===== src/sv/sced_pkg.sv =====
// Shared types and constants for the sensor change event detector.
// Used by every module of the block; depends on nothing else.
package sced_pkg;

    localparam int DIST_BITS_DEF = 16;
    localparam int THR_BITS      = 16;
    localparam int CAP_BITS      = 2;
    localparam int QUEUE_DEPTH   = 4;
    localparam int ADDR_BITS     = 3;
    localparam int DATA_BITS     = 32;

    localparam logic [THR_BITS-1:0] THRESHOLD_RESET = 16'd50;
    localparam logic [CAP_BITS-1:0] CAP_RESET       = 2'd3;

    localparam logic REG_THRESHOLD = 1'b0;
    localparam logic REG_CAP       = 1'b1;

    typedef enum logic [1:0] {
        EV_IR1  = 2'd0,
        EV_IR2  = 2'd1,
        EV_DIST = 2'd2
    } event_kind_t;

    typedef struct packed {
        logic [2:0] kept;
        logic       lvl1;
        logic       lvl2;
    } sced_ctrl_t;

    localparam int CTRL_BITS = $bits(sced_ctrl_t);

endpackage


===== src/sv/sced_front.sv =====
// Front end: accepts snapshots, tracks presence and reference state, and
// classifies each snapshot into a record of events to emit.
// Depends on sced_pkg.
module sced_front #(
    parameter int DIST_BITS = sced_pkg::DIST_BITS_DEF
) (
    input  logic                          clk,
    input  logic                          rst_n,
    input  logic                          push,
    input  logic                          q_full,
    input  logic                          presence_a,
    input  logic                          presence_b,
    input  logic                          distance_valid,
    input  logic [DIST_BITS-1:0]          distance,
    input  logic [sced_pkg::THR_BITS-1:0] distance_threshold,
    input  logic [sced_pkg::CAP_BITS-1:0] event_cap,
    output logic                          rec_push,
    output sced_pkg::sced_ctrl_t          rec_ctrl,
    output logic [DIST_BITS-1:0]          rec_from,
    output logic [DIST_BITS-1:0]          rec_to
);
    import sced_pkg::*;

    localparam int CMP_BITS = (DIST_BITS > THR_BITS) ? DIST_BITS : THR_BITS;

    logic                 ir1_seen_reg, ir1_seen_next;
    logic                 ir1_level_reg, ir1_level_next;
    logic                 ir2_seen_reg, ir2_seen_next;
    logic                 ir2_level_reg, ir2_level_next;
    logic                 dist_seen_reg, dist_seen_next;
    logic [DIST_BITS-1:0] ref_reg, ref_next;

    logic                 accept;
    logic [2:0]           hit;
    logic [2:0]           kept;
    logic [DIST_BITS-1:0] delta;
    logic [CMP_BITS-1:0]  delta_ext;
    logic [CMP_BITS-1:0]  thr_ext;

    assign accept = push && !q_full;

    always_comb
    begin
        logic [CAP_BITS-1:0] cnt;
        delta     = (distance >= ref_reg) ? (distance - ref_reg)
                                          : (ref_reg - distance);
        delta_ext = CMP_BITS'(delta);
        thr_ext   = CMP_BITS'(distance_threshold);
        hit[0]    = !ir1_seen_reg || (presence_a != ir1_level_reg);
        hit[1]    = !ir2_seen_reg || (presence_b != ir2_level_reg);
        hit[2]    = distance_valid && dist_seen_reg && (delta_ext >= thr_ext);
        cnt       = '0;
        kept      = '0;
        for (int i = 0; i < 3; i++)
        begin
            if (hit[i] && (cnt < event_cap))
            begin
                kept[i] = 1'b1;
                cnt     = cnt + 1'b1;
            end
        end
    end

    always_comb
    begin
        ir1_seen_next  = ir1_seen_reg;
        ir1_level_next = ir1_level_reg;
        ir2_seen_next  = ir2_seen_reg;
        ir2_level_next = ir2_level_reg;
        dist_seen_next = dist_seen_reg;
        ref_next       = ref_reg;
        if (accept)
        begin
            ir1_seen_next  = 1'b1;
            ir1_level_next = presence_a;
            ir2_seen_next  = 1'b1;
            ir2_level_next = presence_b;
            if (distance_valid && (!dist_seen_reg || hit[2]))
            begin
                dist_seen_next = 1'b1;
                ref_next       = distance;
            end
        end
    end

    always_ff @(posedge clk or negedge rst_n)
    begin
        if (!rst_n)
        begin
            ir1_seen_reg  <= 1'b0;
            ir1_level_reg <= 1'b0;
            ir2_seen_reg  <= 1'b0;
            ir2_level_reg <= 1'b0;
            dist_seen_reg <= 1'b0;
            ref_reg       <= '0;
        end
        else
        begin
            ir1_seen_reg  <= ir1_seen_next;
            ir1_level_reg <= ir1_level_next;
            ir2_seen_reg  <= ir2_seen_next;
            ir2_level_reg <= ir2_level_next;
            dist_seen_reg <= dist_seen_next;
            ref_reg       <= ref_next;
        end
    end

    assign rec_push = accept && (kept != 3'b000);
    assign rec_ctrl = {kept, presence_a, presence_b};
    assign rec_from = ref_reg;
    assign rec_to   = distance;

endmodule


===== src/sv/sced_queue.sv =====
// Short record queue between the front end and the event emitter.
// Depends on sced_pkg for its depth.
module sced_queue #(
    parameter int WIDTH = 8,
    parameter int DEPTH = sced_pkg::QUEUE_DEPTH
) (
    input  logic             clk,
    input  logic             rst_n,
    input  logic             wr_en,
    input  logic [WIDTH-1:0] wr_data,
    input  logic             rd_en,
    output logic [WIDTH-1:0] rd_data,
    output logic             q_full,
    output logic             q_empty
);
    import sced_pkg::*;

    localparam int PTR_BITS = (DEPTH > 1) ? $clog2(DEPTH) : 1;
    localparam int CNT_BITS = $clog2(DEPTH + 1);

    logic [WIDTH-1:0]    mem_reg [DEPTH];
    logic [PTR_BITS-1:0] wr_ptr_reg, wr_ptr_next;
    logic [PTR_BITS-1:0] rd_ptr_reg, rd_ptr_next;
    logic [CNT_BITS-1:0] count_reg, count_next;
    logic                do_wr;
    logic                do_rd;

    assign q_full  = (count_reg == CNT_BITS'(DEPTH));
    assign q_empty = (count_reg == '0);
    assign do_wr   = wr_en && !q_full;
    assign do_rd   = rd_en && !q_empty;
    assign rd_data = mem_reg[rd_ptr_reg];

    always_comb
    begin
        wr_ptr_next = wr_ptr_reg;
        rd_ptr_next = rd_ptr_reg;
        count_next  = count_reg;
        if (do_wr)
        begin
            wr_ptr_next = (wr_ptr_reg == PTR_BITS'(DEPTH - 1)) ? '0 : wr_ptr_reg + 1'b1;
        end
        if (do_rd)
        begin
            rd_ptr_next = (rd_ptr_reg == PTR_BITS'(DEPTH - 1)) ? '0 : rd_ptr_reg + 1'b1;
        end
        if (do_wr && !do_rd)
        begin
            count_next = count_reg + 1'b1;
        end
        else if (do_rd && !do_wr)
        begin
            count_next = count_reg - 1'b1;
        end
    end

    always_ff @(posedge clk or negedge rst_n)
    begin
        if (!rst_n)
        begin
            wr_ptr_reg <= '0;
            rd_ptr_reg <= '0;
            count_reg  <= '0;
        end
        else
        begin
            wr_ptr_reg <= wr_ptr_next;
            rd_ptr_reg <= rd_ptr_next;
            count_reg  <= count_next;
        end
    end

    always_ff @(posedge clk)
    begin
        if (do_wr)
        begin
            mem_reg[wr_ptr_reg] <= wr_data;
        end
    end

endmodule


===== src/sv/sced_back.sv =====
// Back end: expands each queued record into its events, one per cycle while the output is not
// stalled, into an output register. Depends on sced_pkg.
module sced_back #(
    parameter int DIST_BITS = sced_pkg::DIST_BITS_DEF
) (
    input  logic                 clk,
    input  logic                 rst_n,
    input  logic                 q_empty,
    input  sced_pkg::sced_ctrl_t head_ctrl,
    input  logic [DIST_BITS-1:0] head_from,
    input  logic [DIST_BITS-1:0] head_to,
    output logic                 q_pop,
    input  logic                 pop,
    output logic                 empty,
    output logic [1:0]           event_kind,
    output logic                 level,
    output logic [DIST_BITS-1:0] from_mm,
    output logic [DIST_BITS-1:0] to_mm,
    output logic                 last
);
    import sced_pkg::*;

    logic                 out_valid_reg, out_valid_next;
    logic [2:0]           done_reg, done_next;
    event_kind_t          kind_reg;
    logic                 level_reg;
    logic [DIST_BITS-1:0] from_reg;
    logic [DIST_BITS-1:0] to_reg;
    logic                 last_reg;

    logic                 emit;
    logic [2:0]           rem;
    logic [2:0]           pick;
    logic [2:0]           rest;
    event_kind_t          kind_sel;
    logic                 level_sel;
    logic [DIST_BITS-1:0] from_sel;
    logic [DIST_BITS-1:0] to_sel;

    assign emit = !q_empty && (!out_valid_reg || pop);
    assign rem  = head_ctrl.kept & ~done_reg;

    always_comb
    begin
        pick      = 3'b100;
        kind_sel  = EV_DIST;
        level_sel = 1'b0;
        from_sel  = head_from;
        to_sel    = head_to;
        if (rem[0])
        begin
            pick      = 3'b001;
            kind_sel  = EV_IR1;
            level_sel = head_ctrl.lvl1;
            from_sel  = '0;
            to_sel    = '0;
        end
        else if (rem[1])
        begin
            pick      = 3'b010;
            kind_sel  = EV_IR2;
            level_sel = head_ctrl.lvl2;
            from_sel  = '0;
            to_sel    = '0;
        end
    end

    assign rest  = rem & ~pick;
    assign q_pop = emit && (rest == 3'b000);

    always_comb
    begin
        out_valid_next = out_valid_reg;
        done_next      = done_reg;
        if (emit)
        begin
            out_valid_next = 1'b1;
            done_next      = (rest == 3'b000) ? 3'b000 : (done_reg | pick);
        end
        else if (pop)
        begin
            out_valid_next = 1'b0;
        end
    end

    always_ff @(posedge clk or negedge rst_n)
    begin
        if (!rst_n)
        begin
            out_valid_reg <= 1'b0;
            done_reg      <= '0;
        end
        else
        begin
            out_valid_reg <= out_valid_next;
            done_reg      <= done_next;
        end
    end

    always_ff @(posedge clk)
    begin
        if (emit)
        begin
            kind_reg  <= kind_sel;
            level_reg <= level_sel;
            from_reg  <= from_sel;
            to_reg    <= to_sel;
            last_reg  <= (rest == 3'b000);
        end
    end

    assign empty      = !out_valid_reg;
    assign event_kind = kind_reg;
    assign level      = level_reg;
    assign from_mm    = from_reg;
    assign to_mm      = to_reg;
    assign last       = last_reg;

endmodule


===== src/sv/sensor_change_event_detector_core.sv =====
// Top level of the sensor change event detector: configuration registers,
// front end, record queue and event emitter.
// Depends on sced_pkg, sced_front, sced_queue and sced_back.
//
//  Channel     Handshake                 Payload
//  snapshot    push / full               presence_a, presence_b, distance_valid, distance
//  event       pop / empty               event_kind, level, from_mm, to_mm, last
//  config      psel, penable, pwrite     paddr, pwdata, prdata, pready
//
// A snapshot is taken whenever the record queue has room; its record, if any, is written to the
// queue, and its first event is then registered into the output register. Events leave one beat
// per cycle while pop keeps up, so a snapshot with k events occupies the output for k beats (up
// to three). The four-entry record queue lets the front keep accepting while the output stalls.
// Reset clears control state and loads the register reset values; there is no clearing pass.
module sensor_change_event_detector_core #(
    parameter int DIST_BITS = sced_pkg::DIST_BITS_DEF
) (
    input  logic                           clk,
    input  logic                           rst_n,
    input  logic                           push,
    output logic                           full,
    input  logic                           presence_a,
    input  logic                           presence_b,
    input  logic                           distance_valid,
    input  logic [DIST_BITS-1:0]           distance,
    input  logic                           pop,
    output logic                           empty,
    output logic [1:0]                     event_kind,
    output logic                           level,
    output logic [DIST_BITS-1:0]           from_mm,
    output logic [DIST_BITS-1:0]           to_mm,
    output logic                           last,
    input  logic                           psel,
    input  logic                           penable,
    input  logic                           pwrite,
    input  logic [sced_pkg::ADDR_BITS-1:0] paddr,
    input  logic [sced_pkg::DATA_BITS-1:0] pwdata,
    output logic [sced_pkg::DATA_BITS-1:0] prdata,
    output logic                           pready
);
    import sced_pkg::*;

    localparam int REC_BITS = CTRL_BITS + 2 * DIST_BITS;

    logic [THR_BITS-1:0]  thr_reg, thr_next;
    logic [CAP_BITS-1:0]  cap_reg, cap_next;
    logic                 cfg_wr;

    logic                 q_full;
    logic                 q_empty;
    logic                 q_pop;
    logic                 rec_push;
    sced_ctrl_t           rec_ctrl;
    logic [DIST_BITS-1:0] rec_from;
    logic [DIST_BITS-1:0] rec_to;
    logic [REC_BITS-1:0]  head_data;
    sced_ctrl_t           head_ctrl;
    logic [DIST_BITS-1:0] head_from;
    logic [DIST_BITS-1:0] head_to;

    assign pready = 1'b1;
    assign cfg_wr = psel && penable && pwrite;

    always_comb
    begin
        thr_next = thr_reg;
        cap_next = cap_reg;
        if (cfg_wr)
        begin
            unique case (paddr[2])
                REG_THRESHOLD: thr_next = pwdata[THR_BITS-1:0];
                REG_CAP:       cap_next = pwdata[CAP_BITS-1:0];
                default:       thr_next = thr_reg;
            endcase
        end
    end

    always_comb
    begin
        unique case (paddr[2])
            REG_THRESHOLD: prdata = DATA_BITS'(thr_reg);
            REG_CAP:       prdata = DATA_BITS'(cap_reg);
            default:       prdata = '0;
        endcase
    end

    always_ff @(posedge clk or negedge rst_n)
    begin
        if (!rst_n)
        begin
            thr_reg <= THRESHOLD_RESET;
            cap_reg <= CAP_RESET;
        end
        else
        begin
            thr_reg <= thr_next;
            cap_reg <= cap_next;
        end
    end

    assign full = q_full;

    sced_front #(
        .DIST_BITS (DIST_BITS)
    ) u_front (
        .clk                (clk),
        .rst_n              (rst_n),
        .push               (push),
        .q_full             (q_full),
        .presence_a         (presence_a),
        .presence_b         (presence_b),
        .distance_valid     (distance_valid),
        .distance           (distance),
        .distance_threshold (thr_reg),
        .event_cap          (cap_reg),
        .rec_push           (rec_push),
        .rec_ctrl           (rec_ctrl),
        .rec_from           (rec_from),
        .rec_to             (rec_to)
    );

    sced_queue #(
        .WIDTH (REC_BITS),
        .DEPTH (QUEUE_DEPTH)
    ) u_queue (
        .clk     (clk),
        .rst_n   (rst_n),
        .wr_en   (rec_push),
        .wr_data ({rec_ctrl, rec_from, rec_to}),
        .rd_en   (q_pop),
        .rd_data (head_data),
        .q_full  (q_full),
        .q_empty (q_empty)
    );

    assign head_ctrl = head_data[REC_BITS-1 -: CTRL_BITS];
    assign head_from = head_data[2*DIST_BITS-1 -: DIST_BITS];
    assign head_to   = head_data[DIST_BITS-1:0];

    sced_back #(
        .DIST_BITS (DIST_BITS)
    ) u_back (
        .clk        (clk),
        .rst_n      (rst_n),
        .q_empty    (q_empty),
        .head_ctrl  (head_ctrl),
        .head_from  (head_from),
        .head_to    (head_to),
        .q_pop      (q_pop),
        .pop        (pop),
        .empty      (empty),
        .event_kind (event_kind),
        .level      (level),
        .from_mm    (from_mm),
        .to_mm      (to_mm),
        .last       (last)
    );

endmodule

===== config.mk =====
export PLATFORM = sky130hd
export DESIGN_NAME = sensor_change_event_detector_core
export DESIGN_NICKNAME = d
export VERILOG_FILES = /design/src/sv/sced_pkg.sv /design/src/sv/sced_front.sv /design/src/sv/sced_queue.sv /design/src/sv/sced_back.sv /design/src/sv/sensor_change_event_detector_core.sv
export SDC_FILE = /design/constraint.sdc
export NUM_CORES = 1
export LEC_CHECK = 0
export ABC_AREA = 1
export BUFFER_PORTS_ARGS = -buffer_cell sky130_fd_sc_hd__buf_4
export CAP_MARGIN = 0
export CORE_ASPECT_RATIO = 1.1
export CORE_MARGIN = 2
export CORE_UTILIZATION = 50
export CTS_CLUSTER_DIAMETER = 150
export CTS_CLUSTER_SIZE = 28
export DETAILED_ROUTE_END_ITERATION = 8
export GPL_TIMING_DRIVEN = 0
export PLACE_DENSITY = 0.7
export SLEW_MARGIN = 30
export SYNTH_ARGS = -nofsm -noshare
export SYNTH_HDL_FRONTEND = slang
export SYNTH_SLANG_ARGS = --single-unit

===== constraint.sdc =====
create_clock -name clk -period 7.75 [get_ports clk]
set_input_delay 1.55 -clock clk [delete_from_list [all_inputs] [get_ports clk]]
set_output_delay 1.55 -clock clk [all_outputs]
set_load 0.005 [all_outputs]

==> results of run 1 <==
==> final cells by class <==
type	instances	area (sq um)
multi-input combinational	754	4064
timing repair buffer	103	908.4
clock buffer	19	347.8
tap	300	375.4
fill	1933	9503
sequential	233	6758
clock inverter	1	20.02
buffer	56	315.3
inverter	132	495.5
==> tightest hold or removal path: stages, from the launching register on <==
cell and delay [ns]:
dfrtp_1 0.33, inv_1 0.05, nand2_1 0.06
==> routing by layer <==
layer | up-vias | part of all wire
li1 | 4079 | -
met1 | 3898 | 0.43
met2 | 274 | 0.49
met3 | 38 | 0.056
met4 | 0 | 0.028
met5 | - | 0
==> cells by family after synthesis <==
group,count (synthesis),share of synthesized area
AND/OR/NAND/NOR,421,0.1539
buffers and inverters,188,0.07031
AO/OA/AOI/OAI,233,0.1049
adder cells (fa/ha/maj),59,0.06597
other,2,0.0006513
XOR/XNOR,24,0.01823
flip-flops,233,0.5860
==> final timing paths <==
check                                      from              endpoint  slack, ns  cells after the start
max                                 distance[0]  u_queue.count_reg[2]       2.07                     29
min                        u_front.ir1_seen_reg  u_front.ir1_seen_reg       0.48                      2
max reg2reg                 u_front.rec_from[0]  u_queue.count_reg[2]       2.85                     27
min reg2reg                u_front.ir1_seen_reg  u_front.ir1_seen_reg       0.48                      2
max in group asynchronous                 rst_n   u_front.rec_from[9]       6.21                      1
min in group asynchronous                 rst_n            thr_reg[2]       1.08                      1
==> cell usage after synthesis, types with 3 or more instances <==
library cell    n
inv_2           9
o21ai_0       113
buf_4          17
nor3_1          5
xor2_1         21
o21ai_2         3
nand3_1        25
dfstp_2         5
nor2_1        191
ha_1           56
buf_2          14
nand2_2        16
nand3b_1        4
edfxtp_1      184
xnor2_1         3
o21ai_1        16
buf_1          11
a21oi_2         3
nand2_1       162
inv_1         123
fa_1            3
nor2_2          3
dfrtp_1        44
a21oi_1        92
clkbuf_1       12
==> report_power, final <==
part | switching [uW] | leakage (uW) | total (uW) | internal (uW)
sequential | 149 | 0.00229 | 1890 | 1740
clock | 386 | 0.000177 | 707 | 321
combinational | 1490 | 0.00326 | 2340 | 850
total | 2020 | 0.00573 | 4940 | 2920
==> metrics by stage <==
| step | setup TNS [ns] | total power [uW] | instance area, sq um | instances |
|---|---|---|---|---|
| after floorplan | 0 | 3446 | 11590 | 1175 |
| after global placement | -32.90 | 4161 | 12680 | 1570 |
| after detailed placement | 0 | 4252 | 12920 | 1578 |
| after CTS | 0 | 4958 | 13280 | 1598 |
| after global routing | 0 | 5322 | 13280 | 1598 |
| final | 0 | 4938 | 13280 | 1598 |
==> flow_summary.yaml, run 1 <==
die:
  pin_count: 132
  die_w_um: 148.8
  initial_core_util: 0.5060
  die_h_um: 163.3
  rows: 58
  die-area_sq_mm: 0.02429
  core_sq_mm: 0.02279
worst_setup_path:
  critPathTopFamily: "simple AND/OR/NAND/NOR gates"
  critPathKind: "input port to flip-flop"
  critical_path.endpoint_type: "flip-flop"
  critPathMaxFanout: 10
  critPathBufInv: 7
  crit_arrival_ns: 6.06
  critical_path.slowest_cell: "fa_1"
  cp_common_cell: "nand2_1"
  crit_required_ns: 8.13
  setup.worst_path.start_class: "input port"
  max_stage_delay_ns: 0.49
global_route:
  grt_max_degree: 50
  track_usage: 0.2167
  grt_pass1_wl_mm: 41.26
  grt_pass1_vias: 7858
  use_met2: 0.3792
  gr-total-overflow: 0
  antenna_found_initial: 0
  gr-usage-met1: 0.2881
  use_met3: 0.02402
  grt-busiest-layer: "met2"
cts:
  cts_tree: "yes"
  worstSkewPairLatency_ns: 0.49
  clock_path_buffers: 3
  clk_pin_slew_worst_paths_ns: 0.10
  cts_buffers: 12
  hold_buffers: 0
  cts_sinks: 233
  htree_levels: 1
  post_cts_buffers: 0
  cts-resized-gates: 0
  clockRootBuffer: "clkbuf_16"
routing:
  via_count: 8289
  vias_per_cell: 5.187
  drtIter0Drc: 625
  ant_nets: 0
  wirelength_mm: 26.15
  drtPass1Iterations: 7
  wl_per_cell_um: 16.36
  drc: 0
cells_and_area:
  fin_util: 0.5830
  antennaDiodeCount: 0
  fin_nets: 1412
  layout_commonest_cell: "nor2_1"
  mostFrequentLayoutCells: "nor2_1, edfxtp_1, nand2_1"
  largest_register_ffs: 148
  layout-drive-gt1-share: 0.1572
  area.growth.synth_to_final_pct: 15.20
placement:
  pre_cts_slack_ns: 1.533
  port-buffer-count: 95
  gp_congestion: 0.9362
  hpwl_mm: 19.45
sta:
  maxSlewViolCount: 0
  worstMarginPinSlew_ns: 0.6864
  clock_skew_ns: 0.01508
  hold_viol: 0
  relSlewSlack: 0.5424
  fmax_mhz: 176.0
  whs_ns: 0.4794
  setup_ws_ns: 2.069
  setup_viol: 0
  fin_crit_ns: 5.681
  fin_crit_sh: 0.7331
  rsz0062_at_grt: "no"
yosys:
  synth_top_area_share: 0.4792
  syn_area_per_cell_sq_um: 9.941
  synth_top_area_cell: "edfxtp_1"
  syn_area_sq_mm: 0.01153
  ys_dominant_reg_cell: "edfxtp_1"
  yosys-top-cells-area: "edfxtp_1, dfrtp_1, nor2_1"
  synthDistinctLibCells: 43
  yosys_warnings: 0
  async_flop_share: 0.2103
  syn-instance-count: 1160
  ys_seq_area_frac: 0.5860
  ys_ff_latch: 233
  synth_edf_count: 184
run_status:
  status: "finished clean"
pwr:
  ir_drop_mv: 0.2609
  p_per_area_mw_per_mm2: 371.7
  p_leak_uw: 0.005730
job:
  maxCapViolCount: 0
min_path:
  min_path_type: "flip-flop to flip-flop"
No activity file was read; power rests on OpenSTA's default activity.
==> run 2: changes to the inputs <==
Settings changed: ABC_AREA 1 to 0, PLACE_DENSITY 0.7 to 0.73.
Clock period 7.75 ns to 4.65 ns, I/O delays scaled along.
==> run 2 against run 1 <==
  * Power is 88% higher
  * Die area is 4.1% lower
  * The run now ends with setup timing left
  * Sequential share of layout area is 1.6 points lower
  * Cell area is 3.2% higher
  * Highest routed layer unchanged
  * Largest power group unchanged
  * Register-to-register slack worse by 3.1 ns
==> flow_summary.yaml, run 2 <==
yosys:
  syn_area_per_cell_sq_um: 14.33
  syn_area_sq_mm: 0.01105
  yosys-top-cells-area: "edfxtp_1, dfrtp_1, mux4_2"
  async_flop_share: 0.2103
  synth_top_area_share: 0.5002
  synth_edf_count: 184
  synthDistinctLibCells: 58
  synth_most_common_cell: "edfxtp_1"
  ys_dominant_reg_cell: "edfxtp_1"
  ys_seq_area_frac: 0.6118
  syn-instance-count: 771
  synth_common_cells: "edfxtp_1, inv_1, ha_1, dfrtp_1, nor2_1"
  ys_ff_latch: 233
  synth_top_area_cell: "edfxtp_1"
  yosys_warnings: 0
placement:
  hpwl_mm: 15.91
  gp_congestion: 0.8818
  placed_cells: 1186
  place_area_sq_mm: 0.01256
  pre_cts_slack_ns: -1.361
  port-buffer-count: 95
run_status:
  violations: "setup timing"
  status: "complete, but fails checks"
cells_and_area:
  largest_register_ffs: 148
  instances_no_fill: 1254
  antennaDiodeCount: 0
  area.growth.synth_to_final_pct: 24.08
  mostFrequentLayoutCells: "edfxtp_1, buf_4, inv_1"
  register_area_sq_mm: 0.006758
  layout-drive-gt1-share: 0.3212
  fin_nets: 1073
  num-fill-cells: 1593
  multi_input_area_sq_mm: 0.003969
  fin_util: 0.6260
  stdcell_area_sq_mm: 0.01371
  layout_commonest_cell: "edfxtp_1"
sta:
  rsz0062_at_grt: "yes"
  setup_viol: 153
  setup_ws_ns: -0.3502
  fin_crit_sh: 1.075
  clock_skew_ns: 0.03742
  hold_viol: 0
  maxSlewViolCount: 0
  worstMarginPinSlew_ns: 0.7449
  fmax_mhz: 200.0
  relSlewSlack: 0.5034
  fin_crit_ns: 5.000
worst_setup_path:
  r2r_cells: 23
  critPathTopFamily: "compound AO/OA/AOI/OAI gates"
  critPathBufInv: 7
  critPathKind: "input port to flip-flop"
  crit_required_ns: 5.03
  cp_cell_sequence: "buf_4 -> inv_1 -> ha_1 -> clkbuf_4 -> and4_4 -> a2111oi_4 -> o21bai_2 -> a221oi_4 -> buf_6 -> buf_8 -> a21oi_4 -> xor2_1 -> ha_1 -> a21o_1 -> a221oi_4 -> o221ai_2 -> a21oi_2 -> o21ai_2 -> o21ai_4 -> inv_2 -> ha_4 -> inv_2 -> fa_2 -> mux2_2"
  crit_arrival_ns: 5.38
  setup.worst_path.start_class: "input port"
  path_depth: 24
  critPathMaxFanout: 8
  max_stage_delay_ns: 0.42
  critical_path.endpoint_type: "flip-flop"
  critical_path.slowest_cell: "fa_2"
cts:
  cts_sinks: 233
  worstSkewPairLatency_ns: 0.48
  cts_buffers: 12
  clk_pin_slew_worst_paths_ns: 0.11
  htree_levels: 1
  hold_buffers: 0
  clockRootBuffer: "clkbuf_16"
  cts_tree: "yes"
  clock_path_buffers: 3
die:
  initial_core_util: 0.5045
  die-area_sq_mm: 0.02330
  core_sq_mm: 0.02189
  pin_count: 132
  die_w_um: 145.7
  die_h_um: 159.9
  rows: 57
pwr:
  ir_drop_mv: 0.4083
  total_power_uw: 9303
  p_leak_uw: 0.005597
  p_per_area_mw_per_mm2: 678.8
routing:
  vias_per_cell: 5.393
  drtIter0Drc: 374
  wirelength_mm: 24.04
  drtPass1Iterations: 5
  drc: 0
  ant_nets: 0
  wl_per_cell_um: 19.17
  via_count: 6763
global_route:
  grt_pass1_wl_mm: 36.53
  gr-total-overflow: 0
  grt_max_degree: 50
  track_usage: 0.1994
  antenna_found_initial: 0
  grt_pass1_vias: 6795
job:
  maxCapViolCount: 0
min_path:
  min_path_type: "input port to async pin"
## run 2: timing repair
item / 4_1_cts / 5_1_grt
endpoints found under the setup margin: 164 / 169
resized for setup: 36 / 26
pin swaps: 16 / 11
gates cloned: 4 / 5
buffers inserted: 28 / 17
## run 2: path summary, 6_finish.rpt
path                       slack [ns]                  start                    end
setup / recovery                -0.35            distance[3]   u_queue.count_reg[1]
max in group asynchronous        3.67                  rst_n             thr_reg[9]
hold reg to reg                  0.50  u_front.dist_seen_reg  u_front.dist_seen_reg
hold / removal                   0.48                  rst_n     u_back.done_reg[1]
setup reg to reg                -0.25    u_front.rec_from[0]   u_queue.count_reg[1]
min in group clk                 0.50  u_front.dist_seen_reg  u_front.dist_seen_reg
## run 2: cells by family after synthesis
logic type	synth area share
compound gates	0.06604
xor+xnor	0.01507
fa+ha+maj	0.06887
buf+inv	0.05075
flops	0.6118
mux	0.1210
other cells	0.0006799
simple gates	0.06581
## run 2: stage by stage
| stage | TNS [ns] | hold WS [ns] |
|---|---|---|
| after global placement | -199.88 | 0.4558 |
| after floorplan | -47.38 | 0.4397 |
| after CTS | -25.55 | 0.4897 |
| final | -36.61 | 0.4775 |
| after global routing | -65.94 | 0.5236 |
| after detailed placement | -148.70 | 0.4719 |
## run 2: cell type report
type                       instances  area share
timing repair buffer             156      0.1198
tap                              295     0.02693
buffer                            47     0.02319
clock inverter                     1    0.001461
clock buffer                      19     0.02538
sequential                       233      0.4931
inverter                          72     0.02063
multi-input combinational        431      0.2896
## run 2: metal layers
metal / track usage / part of all wire / wire length [um] / vias to the layer above
met1: 0.2607 / 0.40 / 9581 / 3322
met2: 0.3461 / 0.51 / 12360 / 260
met5: 0 / 0 / 0 / -
li1: - / - / - / 3144
met3: 0.02743 / 0.060 / 1439 / 37
met4: 0.06551 / 0.027 / 658 / 0
## run 2: power breakdown
part	switching [uW]	internal [uW]	total [uW]	leakage [uW]
combinational	2410	2400	4810	0.00315
clock	639	535	1170	0.000177
sequential	287	3030	3320	0.00227
